<file path="src/mono_bitmap_span_fill_unit_defines.svh">
// Assertion macros for the span fill unit.
// Each macro expects signals named clk and rst_n in the including scope.
`ifndef MONO_BITMAP_SPAN_FILL_UNIT_DEFINES_SVH
`define MONO_BITMAP_SPAN_FILL_UNIT_DEFINES_SVH

// Same-cycle implication, checked while out of reset.
`define MBSF_ASSERT_IMP(lbl, ante, cons, msg) \
  lbl: assert property (@(posedge clk) disable iff (!rst_n) (ante) |-> (cons)) \
    else $error(msg);

// Next-cycle implication, checked while out of reset.
`define MBSF_ASSERT_NXT(lbl, ante, cons, msg) \
  lbl: assert property (@(posedge clk) disable iff (!rst_n) (ante) |=> (cons)) \
    else $error(msg);

`endif

</file>
<file path="src/mbsf_pkg.sv">
// Shared types and constants of the span fill unit.
// No dependencies; every other file but the assertion macro header imports this package.
package mbsf_pkg;

  localparam int SCREEN_BYTES_DEF = 8192;
  localparam int MAX_ROW_BYTES    = 128;
  localparam int FIFO_DEPTH       = 4;
  localparam int FIFO_PTR_W       = $clog2(FIFO_DEPTH);

  localparam int X_W      = 10;
  localparam int ROW_W    = 13;
  localparam int IDX_W    = 13;
  localparam int RB_W     = 8;
  localparam int DATA_W   = 8;
  localparam int ADDR_MAX_W = 16;

  localparam logic [RB_W-1:0] ROW_BYTES_RST = 8'd2;

  localparam logic OP_DRAW = 1'b0;
  localparam logic OP_READ = 1'b1;

  localparam logic STATUS_OK  = 1'b0;
  localparam logic STATUS_BAD = 1'b1;

  typedef enum logic [1:0] {
    CMD_DRAW,
    CMD_READ,
    CMD_REJECT
  } cmd_kind_t;

  typedef struct packed {
    cmd_kind_t               kind;
    logic [ADDR_MAX_W-1:0]   first;
    logic [ADDR_MAX_W-1:0]   last;
    logic [DATA_W-1:0]       lmask;
    logic [DATA_W-1:0]       rmask;
  } cmd_t;

  typedef enum logic [1:0] {
    F_IDLE,
    F_MUL,
    F_CHECK
  } front_state_t;

  typedef enum logic [2:0] {
    B_CLEAR,
    B_IDLE,
    B_RD,
    B_MOD,
    B_FILL,
    B_OUT
  } back_state_t;

endpackage

</file>
<file path="src/mbsf_fifo.sv">
// Short command queue between the front and the back of the span fill unit.
// Depends on mbsf_pkg for cmd_t and the queue depth.
module mbsf_fifo (
  input  logic          clk,
  input  logic          rst_n,
  input  logic          push,
  input  mbsf_pkg::cmd_t push_cmd,
  input  logic          pop,
  output logic          full,
  output logic          empty,
  output mbsf_pkg::cmd_t head
);
  import mbsf_pkg::*;

  cmd_t                  slot_r [FIFO_DEPTH];
  logic [FIFO_PTR_W-1:0] wr_ptr_r, wr_ptr_nxt;
  logic [FIFO_PTR_W-1:0] rd_ptr_r, rd_ptr_nxt;
  logic [FIFO_PTR_W:0]   count_r, count_nxt;

  assign full  = (count_r == (FIFO_PTR_W + 1)'(FIFO_DEPTH));
  assign empty = (count_r == '0);
  assign head  = slot_r[rd_ptr_r];

  always_comb begin
    wr_ptr_nxt = wr_ptr_r;
    rd_ptr_nxt = rd_ptr_r;
    count_nxt  = count_r;
    if (push) begin
      wr_ptr_nxt = (wr_ptr_r == FIFO_PTR_W'(FIFO_DEPTH - 1)) ? '0 : wr_ptr_r + 1'b1;
    end
    if (pop) begin
      rd_ptr_nxt = (rd_ptr_r == FIFO_PTR_W'(FIFO_DEPTH - 1)) ? '0 : rd_ptr_r + 1'b1;
    end
    if (push && !pop) begin
      count_nxt = count_r + 1'b1;
    end else if (pop && !push) begin
      count_nxt = count_r - 1'b1;
    end
  end

  always_ff @(posedge clk) begin
    if (!rst_n) begin
      wr_ptr_r <= '0;
      rd_ptr_r <= '0;
      count_r  <= '0;
    end else begin
      wr_ptr_r <= wr_ptr_nxt;
      rd_ptr_r <= rd_ptr_nxt;
      count_r  <= count_nxt;
    end
  end

  always_ff @(posedge clk) begin
    if (push) begin
      slot_r[wr_ptr_r] <= push_cmd;
    end
  end

endmodule

</file>
<file path="config.mk">
export PLATFORM = sky130hd
export DESIGN_NAME = mbsf_fifo
export DESIGN_NICKNAME = d
export VERILOG_FILES = /design/src/mono_bitmap_span_fill_unit_defines.svh /design/src/mbsf_pkg.sv /design/src/mbsf_fifo.sv
export SDC_FILE = /design/constraint.sdc
export NUM_CORES = 1
export LEC_CHECK = 0
export BUFFER_PORTS_ARGS = -buffer_cell sky130_fd_sc_hd__buf_2
export CAP_MARGIN = 20
export CORE_MARGIN = 2
export CORE_UTILIZATION = 61
export DETAILED_ROUTE_END_ITERATION = 8
export PLACE_DENSITY = 0.84
export SYNTH_ARGS = -nofsm -noshare
export SYNTH_HDL_FRONTEND = slang
export SYNTH_SLANG_ARGS = --single-unit
</file>
<file path="constraint.sdc">
create_clock -name clk -period 4.7 [get_ports clk]
set_input_delay 0.47 -clock clk [delete_from_list [all_inputs] [get_ports clk]]
set_output_delay 0.47 -clock clk [all_outputs]
set_load 0.03 [all_outputs]
</file>
==> summary.txt <==
Drt
  – Iteration-0 DRC count of the detailed router: ~300
  – Detailed-route via count: 3457
  – Detail Route Antenna Nets: 0
  – Total wire length: 12.8 mm
  – Post-DR wirelength/cell: 20.9 microns
  – Drt first pass iters: 4
  – Via density: between 5 and 6
  – DRC viols: 0

CTS
  – Clk slew on worst S/H paths: around 0.060 ns
  – Worst-Skew Late Latency: 0.48 ns
  – Root buffer cell: clkbuf_16
  – Hold-fix buffers at CTS: 0
  – CTS tree: built
  – Clock buffer depth: 3
  – Post-CTS Setup Inserts: 0
  – CTS sink cnt: 209
  – H-tree Lvls: 1
  – Cts repair resizes: 0
  – CTS buffer count: 20

STA
  – RSZ-0062 raised after global routing: no
  – Final hold slack: between 0.2 and 0.25 ns
  – Actual slew at the worst max-slew pin: around 0.7 ns
  – Final TNS setup: 0 ns
  – Final setup fails: 0
  – Setup WS post-layout: between 1.5 and 2 ns
  – Final critical-path required period: roughly 2.8 ns
  – Worst clock skew: 0.00421 ns
  – Fraction of the cycle the final worst path needs: 0.588
  – Slew headroom: 0.540
  – F_max: roughly 0.36 GHz
  – Final Max Tran Viols: 0
  – Final hold violation count: 0

Setup path
  – Worst setup SP type: register
  – Crit. End Element: output port
  – Crit path max-delay family: flip-flops
  – Worst-path fanout max: 29
  – Critical Path Slowest Stage Cell: dfxtp_2
  – Worst R2R Start: wr_ptr_r[0]$_SDFFE_PN0P_
  – CP required: 4.23 ns
  – CP Class: register to output port
  – Crit-path cells: buf_4 > mux4_2 > buf_2
  – Critical path buffers and inverters: 2
  – Crit path largest cell delay: 0.70 ns
  – WP data arrival: 2.29 ns

Placed design
  – # port buffers: ~110
  – Routability congestion estimate from global placement: 0.687
  – Total placed cells including tap cells: 576
  – Dpl ws: 2.31 ns
  – HPWL Detailed: 7.66 mm

Layout
  – # fillers: 779
  – Layout area overhead: 17.0%
  – Share of layout cells above drive strength 1: 0.439
  – Fin util: 0.723
  – Layout Nets: between 400 and 500
  – Non-Filler Instances: 613

Synthesis
  – Synth Cell Area: ~7700 sq um
  – Synth top cells by count: edfxtp_1 (200), mux4_2 (50), dfxtp_1 (9)
  – Synth area leaders: edfxtp_1 (78%), mux4_2 (15%), dfxtp_1 (2.3%)
  – Mapped Cells: 306
  – Syn Area/Cell: ~25 sq um
  – Flop and latch count out of synthesis: ~210
  – Top-area cell type share of the netlist area: 0.777
  – Post-synth EDFFs: 200
  – Async S/R FF share, synth: 0
  – Most common cell in the netlist: edfxtp_1
  – Post-synth top flop: edfxtp_1
  – Syn_nets: 367
  – Sequential share of the synthesized area: 0.800
  – Ys Warns: 0
  – Largest area contributor in the netlist: edfxtp_1
  – Distinct cells, synth: 22

Pwr
  – Peak VDD IR: about 0.33 mV
  – Power per Cell Area: between 400 and 500 nW/um^2
  – Leakage Power: 3.08 nW

Global route
  – Vias in the first global route: 3639
  – Gr usage total: 0.193
  – First-pass GRT wire length: 19.5 mm
  – Largest net degree at the start of global routing: 51
  – Initial antenna violation count: 2
  – Grt ovf: 0

Floorplan
  – Top Ports: 106
  – Initial core utilization: 0.618
  – Die H: approximately 120 microns
  – Die ar.: 13600 sq um
  – Site Rows: between 40 and 50
  – Chip width: 117 microns
  – Placeable Area: 12500 sq um

Run status
  – Outcome: completed

Worst hold path
  – Min-Delay Path Class: input port to register
  – Hold Startpoint: push_cmd[48]

Run
  – Max-cap viol count: 0
## routing by layer
layer	track usage	routed length, microns
met5	0	0
met4	0.0627	261
met3	0.0426	838
met2	0.332	6630
met1	0.249	5070
## state kept, by name, summed over array words and instances (netlist names), named ones only
register,cells
count_r,3
rd_ptr_r,2
slot_r,200
wr_ptr_r,2
## logic make-up after synthesis
family	count (synthesis)	synth area share
DFF	209	0.800
muxes	54	0.151
buffers and inverters	16	0.0201
and+or+nand+nor	15	0.0117
adders and majority gates	7	0.0123
AOI/OAI and AO/OA	3	0.00259
xor gates and xnor gates	2	0.00227
## stage by stage
stage | area (sq um) | power (mW)
2_1_floorplan | 7730 | 2.51
3_3_place_gp | 8380 | 2.62
3_5_place_dp | 8380 | 2.64
4_1_cts | 9020 | 4.19
5_1_grt | 9050 | 4.29
6_report | 9050 | 4.15
## placed cells by master, fill, tap and decap left out, types with 2 or more instances in the layout
master     instances
clkbuf_1           7
clkinv_1           2
edfxtp_1         200
mux2i_1            4
nor2b_1            5
mux4_2            50
bufinv_16          2
nor3_1             2
buf_2            105
clkbuf_16         21
inv_1              4
and2_2             4
buf_4              5
ha_1               6
dfxtp_1            7
## worst paths after layout
kind,to,slack (ns),cells past startpoint
max,head[17],1.94,3
min,slot_r[3][48]$_DFFE_PP_,0.20,1
max reg2reg,slot_r[0][32]$_DFFE_PP_,2.69,4
min reg2reg,register,0.55,2
## power breakdown
part	leakage (nW)	internal (mW)	total [mW]	switching, mW
clock network	0.310	0.944	1.56	0.613
registers	1.91	2.13	2.17	0.0391
logic	0.860	0.161	0.426	0.266
total	3.08	3.24	4.15	0.918
## layout make-up
cell class              instances  area, sq um  share of cell area
clock inverters                 6         80.1             0.00885
well taps                     172          215              0.0238
clock buffers                  29          566              0.0625
flip-flops and latches        209         6190               0.684
multi-input cells              81         1390               0.154
diodes                          1         2.50            0.000277
inverters                       4         15.0             0.00166
repair buffers                111          583              0.0645
(Power assumes the default switching activity.)
