## src/mono_bitmap_span_fill_unit_defines.svh

```systemverilog
// Assertion macros for the span fill unit.
// Each macro expects signals named clk and rst_n in the including scope.
`ifndef MONO_BITMAP_SPAN_FILL_UNIT_DEFINES_SVH
`define MONO_BITMAP_SPAN_FILL_UNIT_DEFINES_SVH

// Same-cycle implication, checked while out of reset.
`define MBSF_ASSERT_IMP(lbl, ante, cons, msg) \
  lbl: assert property (@(posedge clk) disable iff (!rst_n) (ante) |-> (cons)) \
    else $error(msg);

// Next-cycle implication, checked while out of reset.
`define MBSF_ASSERT_NXT(lbl, ante, cons, msg) \
  lbl: assert property (@(posedge clk) disable iff (!rst_n) (ante) |=> (cons)) \
    else $error(msg);

`endif

```

## src/mbsf_pkg.sv

```systemverilog
// Shared types and constants of the span fill unit.
// No dependencies; every other file but the assertion macro header imports this package.
package mbsf_pkg;

  localparam int SCREEN_BYTES_DEF = 8192;
  localparam int MAX_ROW_BYTES    = 128;
  localparam int FIFO_DEPTH       = 4;
  localparam int FIFO_PTR_W       = $clog2(FIFO_DEPTH);

  localparam int X_W      = 10;
  localparam int ROW_W    = 13;
  localparam int IDX_W    = 13;
  localparam int RB_W     = 8;
  localparam int DATA_W   = 8;
  localparam int ADDR_MAX_W = 16;

  localparam logic [RB_W-1:0] ROW_BYTES_RST = 8'd2;

  localparam logic OP_DRAW = 1'b0;
  localparam logic OP_READ = 1'b1;

  localparam logic STATUS_OK  = 1'b0;
  localparam logic STATUS_BAD = 1'b1;

  typedef enum logic [1:0] {
    CMD_DRAW,
    CMD_READ,
    CMD_REJECT
  } cmd_kind_t;

  typedef struct packed {
    cmd_kind_t               kind;
    logic [ADDR_MAX_W-1:0]   first;
    logic [ADDR_MAX_W-1:0]   last;
    logic [DATA_W-1:0]       lmask;
    logic [DATA_W-1:0]       rmask;
  } cmd_t;

  typedef enum logic [1:0] {
    F_IDLE,
    F_MUL,
    F_CHECK
  } front_state_t;

  typedef enum logic [2:0] {
    B_CLEAR,
    B_IDLE,
    B_RD,
    B_MOD,
    B_FILL,
    B_OUT
  } back_state_t;

endpackage

```

## src/mbsf_if.sv

```systemverilog
// Channel interfaces of the span fill unit: input items, result items, configuration.
// Depends on mbsf_pkg for the field widths.
interface mbsf_in_if;
  import mbsf_pkg::*;
  logic             valid;
  logic             ready;
  logic [0:0]       opcode;
  logic [X_W-1:0]   x_start;
  logic [X_W-1:0]   x_end;
  logic [ROW_W-1:0] row;
  logic [IDX_W-1:0] byte_index;
  modport source (output valid, opcode, x_start, x_end, row, byte_index, input ready);
  modport sink   (input valid, opcode, x_start, x_end, row, byte_index, output ready);
endinterface


```

## src/mbsf_front.sv

```systemverilog
// Front end of the span fill unit: accepts items, checks them, builds commands.
// Depends on mbsf_pkg and the input channel interface.
module mbsf_front #(
  parameter int SCREEN_BYTES = mbsf_pkg::SCREEN_BYTES_DEF
) (
  input  logic                      clk,
  input  logic                      rst_n,
  mbsf_in_if.sink                   in_chan,
  input  logic [mbsf_pkg::RB_W-1:0] row_bytes,
  input  logic                      clear_busy,
  input  logic                      fifo_full,
  output logic                      push,
  output mbsf_pkg::cmd_t            push_cmd
);
  import mbsf_pkg::*;

  localparam int PROD_W = ROW_W + RB_W;
  localparam int SUM_W  = PROD_W + 1;

  front_state_t     state_r, state_nxt;
  logic             opcode_r;
  logic [X_W-1:0]   xs_r, xe_r;
  logic [ROW_W-1:0] row_r;
  logic [IDX_W-1:0] idx_r;
  logic [PROD_W-1:0] prod_r;

  logic              rb_bad, span_bad, row_bad, read_bad;
  logic [SUM_W-1:0]  row_end;
  logic [PROD_W-1:0] first_full, last_full;

  assign in_chan.ready = (state_r == F_IDLE) && !clear_busy;

  // Checks and addresses use the product registered in the step before.
  always_comb begin
    rb_bad     = (row_bytes == '0) || ({3'b000, row_bytes} > 11'(MAX_ROW_BYTES));
    span_bad   = (xs_r > xe_r) || ({1'b0, xe_r} >= {row_bytes, 3'b000});
    row_end    = {1'b0, prod_r} + SUM_W'(row_bytes);
    row_bad    = row_end > SUM_W'(SCREEN_BYTES);
    read_bad   = SUM_W'(idx_r) >= SUM_W'(SCREEN_BYTES);
    first_full = prod_r + PROD_W'(xs_r[X_W-1:3]);
    last_full  = prod_r + PROD_W'(xe_r[X_W-1:3]);

    push_cmd.lmask = 8'hFF >> xs_r[2:0];
    push_cmd.rmask = 8'hFF << (3'd7 - xe_r[2:0]);
    push_cmd.last  = last_full[ADDR_MAX_W-1:0];
    if (opcode_r == OP_READ) begin
      push_cmd.kind  = read_bad ? CMD_REJECT : CMD_READ;
      push_cmd.first = ADDR_MAX_W'(idx_r);
    end else begin
      push_cmd.kind  = (rb_bad || span_bad || row_bad) ? CMD_REJECT : CMD_DRAW;
      push_cmd.first = first_full[ADDR_MAX_W-1:0];
    end
  end

  always_comb begin
    state_nxt = state_r;
    push      = 1'b0;
    case (state_r)
      F_IDLE: begin
        if (in_chan.valid && in_chan.ready) begin
          state_nxt = F_MUL;
        end
      end
      F_MUL: begin
        state_nxt = F_CHECK;
      end
      F_CHECK: begin
        if (!fifo_full) begin
          push      = 1'b1;
          state_nxt = F_IDLE;
        end
      end
      default: begin
        state_nxt = F_IDLE;
      end
    endcase
  end

  always_ff @(posedge clk) begin
    if (!rst_n) begin
      state_r <= F_IDLE;
    end else begin
      state_r <= state_nxt;
    end
  end

  always_ff @(posedge clk) begin
    if (in_chan.valid && in_chan.ready) begin
      opcode_r <= in_chan.opcode;
      xs_r     <= in_chan.x_start;
      xe_r     <= in_chan.x_end;
      row_r    <= in_chan.row;
      idx_r    <= in_chan.byte_index;
    end
    if (state_r == F_MUL) begin
      prod_r <= PROD_W'(row_r) * PROD_W'(row_bytes);
    end
  end

endmodule

```

## src/flat_wrapper.sv

```systemverilog
// flat-port wrapper written by rule: the top's interface ports become plain ports
module mbsf_front_flat import mbsf_pkg::*;
#(
  parameter int SCREEN_BYTES = mbsf_pkg::SCREEN_BYTES_DEF
)
  (clk, rst_n, row_bytes, clear_busy, fifo_full, push, push_cmd, in_chan_valid, in_chan_opcode, in_chan_x_start, in_chan_x_end, in_chan_row, in_chan_byte_index, in_chan_ready);
  mbsf_in_if in_chan_i ();
  input  logic clk;
  input  logic rst_n;
  input  logic [mbsf_pkg::RB_W-1:0] row_bytes;
  input  logic clear_busy;
  input  logic fifo_full;
  output logic push;
  output mbsf_pkg::cmd_t push_cmd;
  input wire logic [$bits(in_chan_i.valid)-1:0] in_chan_valid;
  input wire logic [$bits(in_chan_i.opcode)-1:0] in_chan_opcode;
  input wire logic [$bits(in_chan_i.x_start)-1:0] in_chan_x_start;
  input wire logic [$bits(in_chan_i.x_end)-1:0] in_chan_x_end;
  input wire logic [$bits(in_chan_i.row)-1:0] in_chan_row;
  input wire logic [$bits(in_chan_i.byte_index)-1:0] in_chan_byte_index;
  output wire logic [$bits(in_chan_i.ready)-1:0] in_chan_ready;
  assign in_chan_i.valid = in_chan_valid;
  assign in_chan_i.opcode = in_chan_opcode;
  assign in_chan_i.x_start = in_chan_x_start;
  assign in_chan_i.x_end = in_chan_x_end;
  assign in_chan_i.row = in_chan_row;
  assign in_chan_i.byte_index = in_chan_byte_index;
  assign in_chan_ready = in_chan_i.ready;
  mbsf_front #(.SCREEN_BYTES(SCREEN_BYTES)) u_core (.clk(clk), .rst_n(rst_n), .in_chan(in_chan_i), .row_bytes(row_bytes), .clear_busy(clear_busy), .fifo_full(fifo_full), .push(push), .push_cmd(push_cmd));
endmodule
```

## config.mk

```make
export PLATFORM = sky130hd
export DESIGN_NAME = mbsf_front_flat
export DESIGN_NICKNAME = d
export VERILOG_FILES = /design/src/mono_bitmap_span_fill_unit_defines.svh /design/src/mbsf_pkg.sv /design/src/mbsf_if.sv /design/src/mbsf_front.sv /design/src/flat_wrapper.sv
export SDC_FILE = /design/constraint.sdc
export NUM_CORES = 1
export LEC_CHECK = 0
export BUFFER_PORTS_ARGS = -buffer_cell sky130_fd_sc_hd__clkbuf_2
export CORE_MARGIN = 3
export CORE_UTILIZATION = 54
export CTS_BUF_LIST = sky130_fd_sc_hd__clkbuf_4 sky130_fd_sc_hd__clkbuf_8 sky130_fd_sc_hd__clkbuf_16
export CTS_CLUSTER_DIAMETER = 50
export DETAILED_ROUTE_END_ITERATION = 10
export PLACE_DENSITY = 0.86
export SLEW_MARGIN = 20
export SYNTH_ARGS = -nofsm -noshare
export SYNTH_HDL_FRONTEND = slang
export SYNTH_SLANG_ARGS = --single-unit
```

## constraint.sdc

```tcl
create_clock -name clk -period 4.8 [get_ports clk]
set_input_delay 0.72 -clock clk [delete_from_list [all_inputs] [get_ports clk]]
set_output_delay 0.72 -clock clk [all_outputs]
set_load 0.01 [all_outputs]
```

==> metrics.md, run 1 <==
| Metric | Value |
|---|---|
| Most repeated cell in the gate-level netlist after synthesis | `sky130_fd_sc_hd__inv_1` |
| Share of the synthesized area in the top cell type | `about a quarter` |
| Global Route Usage Sum | `25.8%` |
| Post-Layout Cell Count | `1138` |
| Largest net degree at the start of global routing | `48` |
| Share of synthesized area occupied by flip-flops and latches | `~27%` |
| Highest net fanout along the worst path | `6` |
| Depth of the critical timing path with buffers and inverters included | `17` |
| Count of routing violations after the opening detailed-route iteration | `about 680` |
| Via-per-instance ratio | `5.89` |
| Met3 Routed Length | `approximately 1600 microns` |
| CORE AREA | `13600 sq um` |
| Path depth of the worst reg2reg path | `17` |
| Ys flop type | `sky130_fd_sc_hd__edfxtp_1` |
| Least-Margin Pin Slew | `661 ps` |
| Total grt overflow | `0` |
| Delay-heaviest family, CP | `adder cells` |
| Post-detailed-placement half-perimeter wirelength | `approximately 15000 microns` |
| WL met1 | `roughly 8000 microns` |
| Clock period minus worst slack | `4840 ps` |
| Max stage delay on crit path | `520 ps` |
| Highest Signal Layer | `met4` |
| Cell type with the highest occurrence count on the critical path | `sky130_fd_sc_hd__fa_1` |
| Post-layout nets | `1166` |
| Warnings, synthesis | `0` |
| Total of max-cap violations | `0` |
| WHS Path Cells | `1` |
| Antenna diodes | `0` |
| Upper clock frequency limit | `207 MHz` |
| Tightest hold margin | `between 500 and 600 ps` |
| Insertion delay of the later-clocked pin in the worst-skew pair | `350 ps` |
| Die height | `between 100 and 150 microns` |
| Cell Chain, Critical Path | `buf_4 > nand2_1 > fa_1 > fa_1 > inv_1 > fa_1 > inv_1 > fa_1 > inv_1 > ha_1 > o21ai_0 > a21oi_2 > o211ai_1 > buf_4 > nand2b_1 > a211oi_1 > nor2_1` |
| Clock tree root driver cell | `sky130_fd_sc_hd__clkbuf_16` |
| Commonest cells in the netlist | `125 x sky130_fd_sc_hd__inv_1, 84 x sky130_fd_sc_hd__and2_1, 80 x sky130_fd_sc_hd__ha_1` |
| Worst setup EP type | `register` |
| Final setup slack of the worst path | `-36.5 ps` |
| Number of clock sinks | `70` |
| Die width | `between 100 and 150 microns` |
| Arr. time, crit path | `a little under 5000 ps` |
| Flop and latch count out of synthesis | `70` |
| Number of pins with negative max-slew slack in the final report | `0` |
| Routability congestion estimate from global placement | `roughly 0.97` |
| Remaining antenna violation count | `0` |
| DRT Wirelength | `around 21000 microns` |
| Synth top area cells | `sky130_fd_sc_hd__edfxtp_1 27%, sky130_fd_sc_hd__fa_1 18%, sky130_fd_sc_hd__ha_1 13%` |
| Clock Skews | `7.96 ps` |
| Starting density of the core | `56.6%` |
| Type of the setup path with the least slack | `register to register` |
| # H-tree levels | `3` |
| Total clock buffers created by CTS | `9` |
| Die ar. | `about 16000 sq um` |
| Synth-to-layout area growth | `21.6%` |
| Residual DRC count | `0` |
| Clk pin slew, worst setup/hold paths | `~70 ps` |
| Clock Tree Buf Depth | `2` |
| Post-synthesis cell type count | `63` |
| Number of global-route vias before repair | `6715` |
| Power Dens Cells | `401 nW/um^2` |
| First drt pass iteration count | `6` |
| Routed WL per cell | `~19 microns` |
| Met2 layer wire length in the routed design | `about 10000 microns` |
| Crit start category | `register` |
| Critical path data required time | `4900 ps` |
| Part of the cycle the worst path needs | `101%` |
| Utilization after layout | `68.9%` |
| TritonCTS clock tree | `done` |
| Worst reg-to-reg setup slack | `-40 ps` |
| Final setup viols | `1` |
| IR Drop Worst-Case VDD | `0.298 mV` |
| Total power of the final layout | `roughly 3700 uW` |
| Slowest-stage cell, CP | `sky130_fd_sc_hd__fa_1` |
| Worst min-delay path class | `primary input to register` |
| Cts-stage hold buffer count | `0` |
| Netlist Area Pre-Place | `7680 sq um` |
| Static Leak | `0.00436 uW` |
| Mean cell area of the mapped netlist | `a little under 10 sq um` |
| Ratio of cells with drive above 1 in the final layout | `between 20% and 30%` |
| Number of buffer and inverter instances along the worst setup path | `5` |
| Final TNS setup | `-36.5 ps` |
| I/O Buffers | `109` |
| Placed Cells | `1099` |
| Number of fill cells | `around 930` |
| Outcome | `finished with violations` |
| Endpoints failing hold | `0` |
| Number of top-level design ports | `between 100 and 150` |
| Vias | `around 6.7k` |
| Antenna violations before repair | `0` |
| Asr flop ratio synth | `0%` |
| Synthesized instance count | `795` |
| Relative max-transition margin | `a little under three fifths` |
| Yosys top cell by area | `sky130_fd_sc_hd__edfxtp_1` |
| Number of flops mapped to enable cells by yosys | `68` |
| Cell Rows | `between 40 and 50` |
| Wire length of the first global-routing pass | `32800 microns` |
| Violated checks | `negative setup slack` |
## area by class of cell
class                           count  area (sq um)  share of cell area (%)
Inverter                          126           473                    5.07
Multi-Input combinational cell    577          5180                    55.5
Clock buffer                       10           233                    2.49
Sequential cell                    70          2080                    22.3
Timing Repair Buffer              173          1060                    11.4
Tap cell                          176           220                    2.36
Clock inverter                      6          85.1                   0.911
## metal layers
| layer | track usage, % | up-vias |
|---|---|---|
| li1 | - | 3013 |
| met1 | 33.3 | 3214 |
| met2 | 42.9 | 394 |
| met3 | 3.97 | 84 |
| met4 | 12.1 | 0 |
| met5 | 0 | - |
## sequential cells by signal, summed over array words and instances (netlist names)
name / cells
u_core.row_r: 13
u_core.opcode_r: 1
u_core.prod_r: 21
u_core.state_r: 2
u_core.xe_r: 10
u_core.idx_r: 13
u_core.xs_r: 10
## logic make-up (layout without fill, tap and decap cells)
kind of cell / Yosys count / after routing / synth area share (%)
compound gates: 130 / 130 / 11.6
other cells: 1 / 2 / 0.0488
buf+inv: 149 / 315 / 7.48
mux: 4 / 4 / 0.554
flops: 70 / 70 / 27.1
simple gates: 252 / 252 / 17.6
fa+ha+maj: 149 / 149 / 31.0
xor+xnor: 40 / 40 / 4.56
## placed cells by master (no fill, tap or decap), types with 14 or more instances in the layout
master and instances:
sky130_fd_sc_hd__inv_1 122, sky130_fd_sc_hd__nand2_1 57, sky130_fd_sc_hd__nor2_1 31, sky130_fd_sc_hd__nor3_1 16, sky130_fd_sc_hd__o21ai_0 33, sky130_fd_sc_hd__ha_1 74
sky130_fd_sc_hd__buf_4 62, sky130_fd_sc_hd__a21oi_1 21, sky130_fd_sc_hd__xnor2_1 31, sky130_fd_sc_hd__and2_1 76, sky130_fd_sc_hd__nand3_1 14, sky130_fd_sc_hd__edfxtp_1 68
sky130_fd_sc_hd__clkbuf_2 103, sky130_fd_sc_hd__fa_1 67
## worst paths after layout
path | start | endpoint
max reg2reg | u_core.row_r[4]$_DFFE_PP_ | u_core.prod_r[17]$_DFFE_PN_
min reg2reg | u_core.state_r[0]$_SDFFE_PN0P_ | u_core.state_r[1]$_SDFFE_PN0P_
max | u_core.row_r[4]$_DFFE_PP_ | u_core.prod_r[17]$_DFFE_PN_
min | in_chan_x_start[8] | u_core.xs_r[8]$_DFFE_PP_
## report_power, final
part / switching (uW) / internal (uW) / total, uW
Clock: 280 / 460 / 740
Combinational: 1140 / 991 / 2130
Sequential: 77.1 / 791 / 868
## through the flow
step	instance area [sq um]	worst slack (ps)
2_1_floorplan	7730	0.750
3_3_place_gp	8700	-217
3_5_place_dp	8700	-346
4_1_cts	9020	9.87
5_1_grt	9340	-151
6_report	9340	-36.5
## timing repair
item	CTS	global route
setup buffers	0	22
endpoints found under the setup margin	0	6
gates resized for setup	0	42
Power figures use the tool's default switching activity.
==> inputs of run 2 (changes only) <==
ABC_AREA = 1   (was default)
==> metrics.md, run 2 <==
| Metric | Value |
|---|---|
| Outcome | `finished clean` |
| Mean cell area of the mapped netlist | `7.73 sq um` |
| Number of flops mapped to enable cells by yosys | `between 60 and 70` |
| Routability congestion estimate from global placement | `0.959` |
| Cts-stage hold buffer count | `0` |
| Arr. time, crit path | `approximately 4700 ps` |
| Vias | `6967` |
| Insertion delay of the later-clocked pin in the worst-skew pair | `roughly 350 ps` |
| Total clock buffers created by CTS | `9` |
| Global Route Usage Sum | `24.2%` |
| Flip-flop count of the largest register after layout | `21` |
| CORE AREA | `approximately 15000 sq um` |
| Clock Tree Buf Depth | `2` |
| Power share of the sequential group | `around a quarter` |
| RSZ-0062 raised after global routing | `no` |
| Clk pin slew, worst setup/hold paths | `~70 ps` |
| Total of max-cap violations | `0` |
| Netlist Area Pre-Place | `approximately 8000 sq um` |
| Static Leak | `0.00528 uW` |
| Cell type with the highest occurrence count on the critical path | `sky130_fd_sc_hd__inv_1` |
| Most frequent cells in the layout | `278 x sky130_fd_sc_hd__nand2_1, 261 x sky130_fd_sc_hd__inv_1, 109 x sky130_fd_sc_hd__clkbuf_2, 80 x sky130_fd_sc_hd__ha_1, 69 x sky130_fd_sc_hd__fa_1` |
| Flop and latch count out of synthesis | `70` |
| Internal power of the cells | `around 2000 uW` |
| Antenna violations before repair | `1` |
| Type of the setup path with the least slack | `primary input to register` |
| Most repeated cell in the gate-level netlist after synthesis | `sky130_fd_sc_hd__nand2_1` |
| Cell Rows | `44` |
| Part of the total power dissipated in the clock network | `between 20% and 30%` |
| Post-detailed-placement half-perimeter wirelength | `15600 microns` |
| Remaining antenna violation count | `0` |
| Clock tree root driver cell | `sky130_fd_sc_hd__clkbuf_16` |
| Largest register by flop count | `u_core.prod_r` |
| Critical path data required time | `between 4000 and 5000 ps` |
| I/O Buffers | `roughly 110` |
| Worst reg-to-reg setup slack | `around 250 ps` |
| Share of the synthesized area in the top cell type | `between 20% and 30%` |
| Leading cell type in the layout, fill and taps excluded | `sky130_fd_sc_hd__nand2_1` |
| Share of synthesized area occupied by flip-flops and latches | `approximately 26%` |
| Antenna diodes | `0` |
| Slowest-stage cell, CP | `sky130_fd_sc_hd__fa_1` |
| Count of routing violations after the opening detailed-route iteration | `661` |
| Part of the cycle the worst path needs | `between 90% and 100%` |
| Path depth of the worst reg2reg path | `18` |
| Via-per-instance ratio | `slightly above 5` |
| Terminating pin of the worst hold path | `u_core.row_r[11]$_DFFE_PP_` |
| Synth top area cells | `sky130_fd_sc_hd__edfxtp_1 25%, sky130_fd_sc_hd__fa_1 17%, sky130_fd_sc_hd__nand2_1 13%` |
| Upper clock frequency limit | `around 220 MHz` |
| Die ar. | `around 17000 sq um` |
| Power Dens Cells | `approximately 370 nW/um^2` |
| Net Sw Frac | `41.7%` |
| Design Area, Final | `9230 sq um` |
| Worst min-delay path class | `primary input to register` |
| Post-layout nets | `1367` |
| First drt pass iteration count | `6` |
| Clock period minus worst slack | `between 4000 and 5000 ps` |
| # H-tree levels | `3` |
| IR Drop Worst-Case VDD | `0.245 mV` |
| Crit start category | `primary input` |
| Commonest cells in the netlist | `278 x sky130_fd_sc_hd__nand2_1, 261 x sky130_fd_sc_hd__inv_1, 80 x sky130_fd_sc_hd__ha_1` |
| Instance area after placement | `slightly below 9000 sq um` |
| Endpoints failing hold | `0` |
| Max stage delay on crit path | `around 540 ps` |
| Number of global-route vias before repair | `between 6k and 7k` |
| Clock Skews | `12.6 ps` |
| Ratio of cells with drive above 1 in the final layout | `approximately 14%` |
| Final setup viols | `0` |
| Yosys top cell by area | `sky130_fd_sc_hd__edfxtp_1` |
| Die width | `128 microns` |
| Largest regs | `u_core.prod_r: 21 flops, u_core.idx_r: 13 flops, u_core.row_r: 13 flops` |
| Highest net fanout along the worst path | `10` |
| Asr flop ratio synth | `0%` |
| P_sw | `approximately 1400 uW` |
| DRT Wirelength | `just under 20000 microns` |
| Cell Chain, Critical Path | `clkbuf_2 > buf_4 > nand2_1 > inv_1 > fa_1 > inv_1 > fa_1 > inv_1 > fa_1 > inv_1 > fa_1 > inv_1 > ha_1 > a21oi_1 > o21ai_0 > a21oi_1 > o21ai_0 > nand2_1 > nand2_1` |
| Capture instance of the worst register-to-register path | `u_core.prod_r[17]$_DFFE_PN_` |
| Combinational Power Share | `about half` |
| Number of clock sinks | `70` |
| Number of instances resized during post-cts repair | `0` |
| Least-Margin Pin Slew | `719 ps` |
| Starting density of the core | `a little under three fifths` |
| Synth-to-layout area growth | `14.0%` |
| Worst min-delay path startpoint | `in_chan_row[11]` |
| Routed WL per cell | `between 10 and 15 microns` |
| Utilization after layout | `63.3%` |
| Residual DRC count | `0` |
| Ys flop type | `sky130_fd_sc_hd__edfxtp_1` |
| Relative max-transition margin | `approximately 52%` |
| Largest net degree at the start of global routing | `35` |
| Post-synthesis cell type count | `37` |
| Number of pins with negative max-slew slack in the final report | `0` |
| Startpoint of the worst register-to-register path | `u_core.row_r[1]$_DFFE_PP_` |
| TritonCTS clock tree | `done` |
| WHS Path Cells | `1` |
| Die height | `128 microns` |
| Number of fill cells | `1156` |
| Worst setup EP type | `register` |
| Synthesized instance count | `roughly 1.0k` |
| Total grt overflow | `0` |
| Warnings, synthesis | `0` |
| Number of buffers added for setup after CTS | `0` |
| Wire length of the first global-routing pass | `roughly 32000 microns` |
| Number of top-level design ports | `roughly 110` |
==> run 2: changes by cell type in the layout (fill, tap and decap cells not counted), sizes merged, moves of 21 or more <==
cell,previous run,this run
buf,68,19
nand2,57,283
xnor2,31,9
inv,126,265
a21oi,24,50
xor2,9,30
and2,84,1
nand3,14,42
==> run 2: critical path, delay by kind of cell <==
family                     cells  cell delay (ps)
AOI/OAI and AO/OA              4              690
adders and majority gates      5             2480
buffers and inverters          7              580
and+or+nand+nor                3              210
==> run 2: metrics by stage <==
step           total power [uW]  worst slack, ps  hold slack [ps]  setup TNS (ps)  cells
2_1_floorplan              2070             44.5              484               0   1049
3_3_place_gp               2550             8.80              509               0   1331
3_5_place_dp               2610            -89.1              545            -214   1331
4_1_cts                    3380              251              532               0   1347
5_1_grt                    3650             18.2              535               0   1347
6_report                   3380              205              537               0   1347
==> run 2: routing by layer <==
metal / up-vias / wire length (microns) / global-route usage, %
met4: 2 / 448 / 7.37
met5: - / 10 / 0
met2: 288 / 9510 / 40.3
met1: 3204 / 7810 / 31.7
li1: 3430 / - / -
met3: 43 / 1750 / 5.31
==> run 2: kinds of logic (layout without fill, tap and decap cells) <==
family	count (synthesis)	count (layout)	synth area share, %
other cells	1	2	0.0463
buf+inv	292	406	13.8
simple gates	404	404	20.4
compound gates	93	93	6.38
xor+xnor	39	39	4.22
flops	70	70	25.7
fa+ha+maj	149	149	29.4
==> run 2: how the worst max path moves through the flow <==
| stage | slack (ps) | end | cells after the start | from |
|---|---|---|---|---|
| 5_1_grt | 20 | u_core.prod_r[17]$_DFFE_PN_ | 19 | row_bytes[7] |
| 3_5_place_dp | -90 | u_core.prod_r[17]$_DFFE_PN_ | 19 | row_bytes[7] |
| 2_1_floorplan | 40 | u_core.prod_r[18]$_DFFE_PN_ | 16 | row_bytes[7] |
| 3_3_place_gp | 9 | u_core.prod_r[18]$_DFFE_PN_ | 16 | row_bytes[4] |
| 4_1_cts | 250 | u_core.prod_r[17]$_DFFE_PN_ | 19 | row_bytes[7] |
| 6_report | 200 | u_core.prod_r[17]$_DFFE_PN_ | 19 | row_bytes[7] |
==> run 2: area by class of cell <==
cell class | instances | area, sq um | share of cell area (%)
clock inverters | 7 | 105 | 1.14
repair buffers | 128 | 688 | 7.45
well taps | 184 | 230 | 2.49
clock buffers | 9 | 225 | 2.44
multi-input cells | 687 | 4920 | 53.3
flip-flops and latches | 70 | 2080 | 22.6
inverters | 262 | 983 | 10.7
==> run 2: power groups by stage <==
stage	registers, uW	clock network [uW]	logic, uW
6_report	867	760	1760
5_1_grt	874	795	1980
4_1_cts	866	766	1750
3_5_place_dp	879	0	1730
3_3_place_gp	877	0	1670
2_1_floorplan	835	0	1240
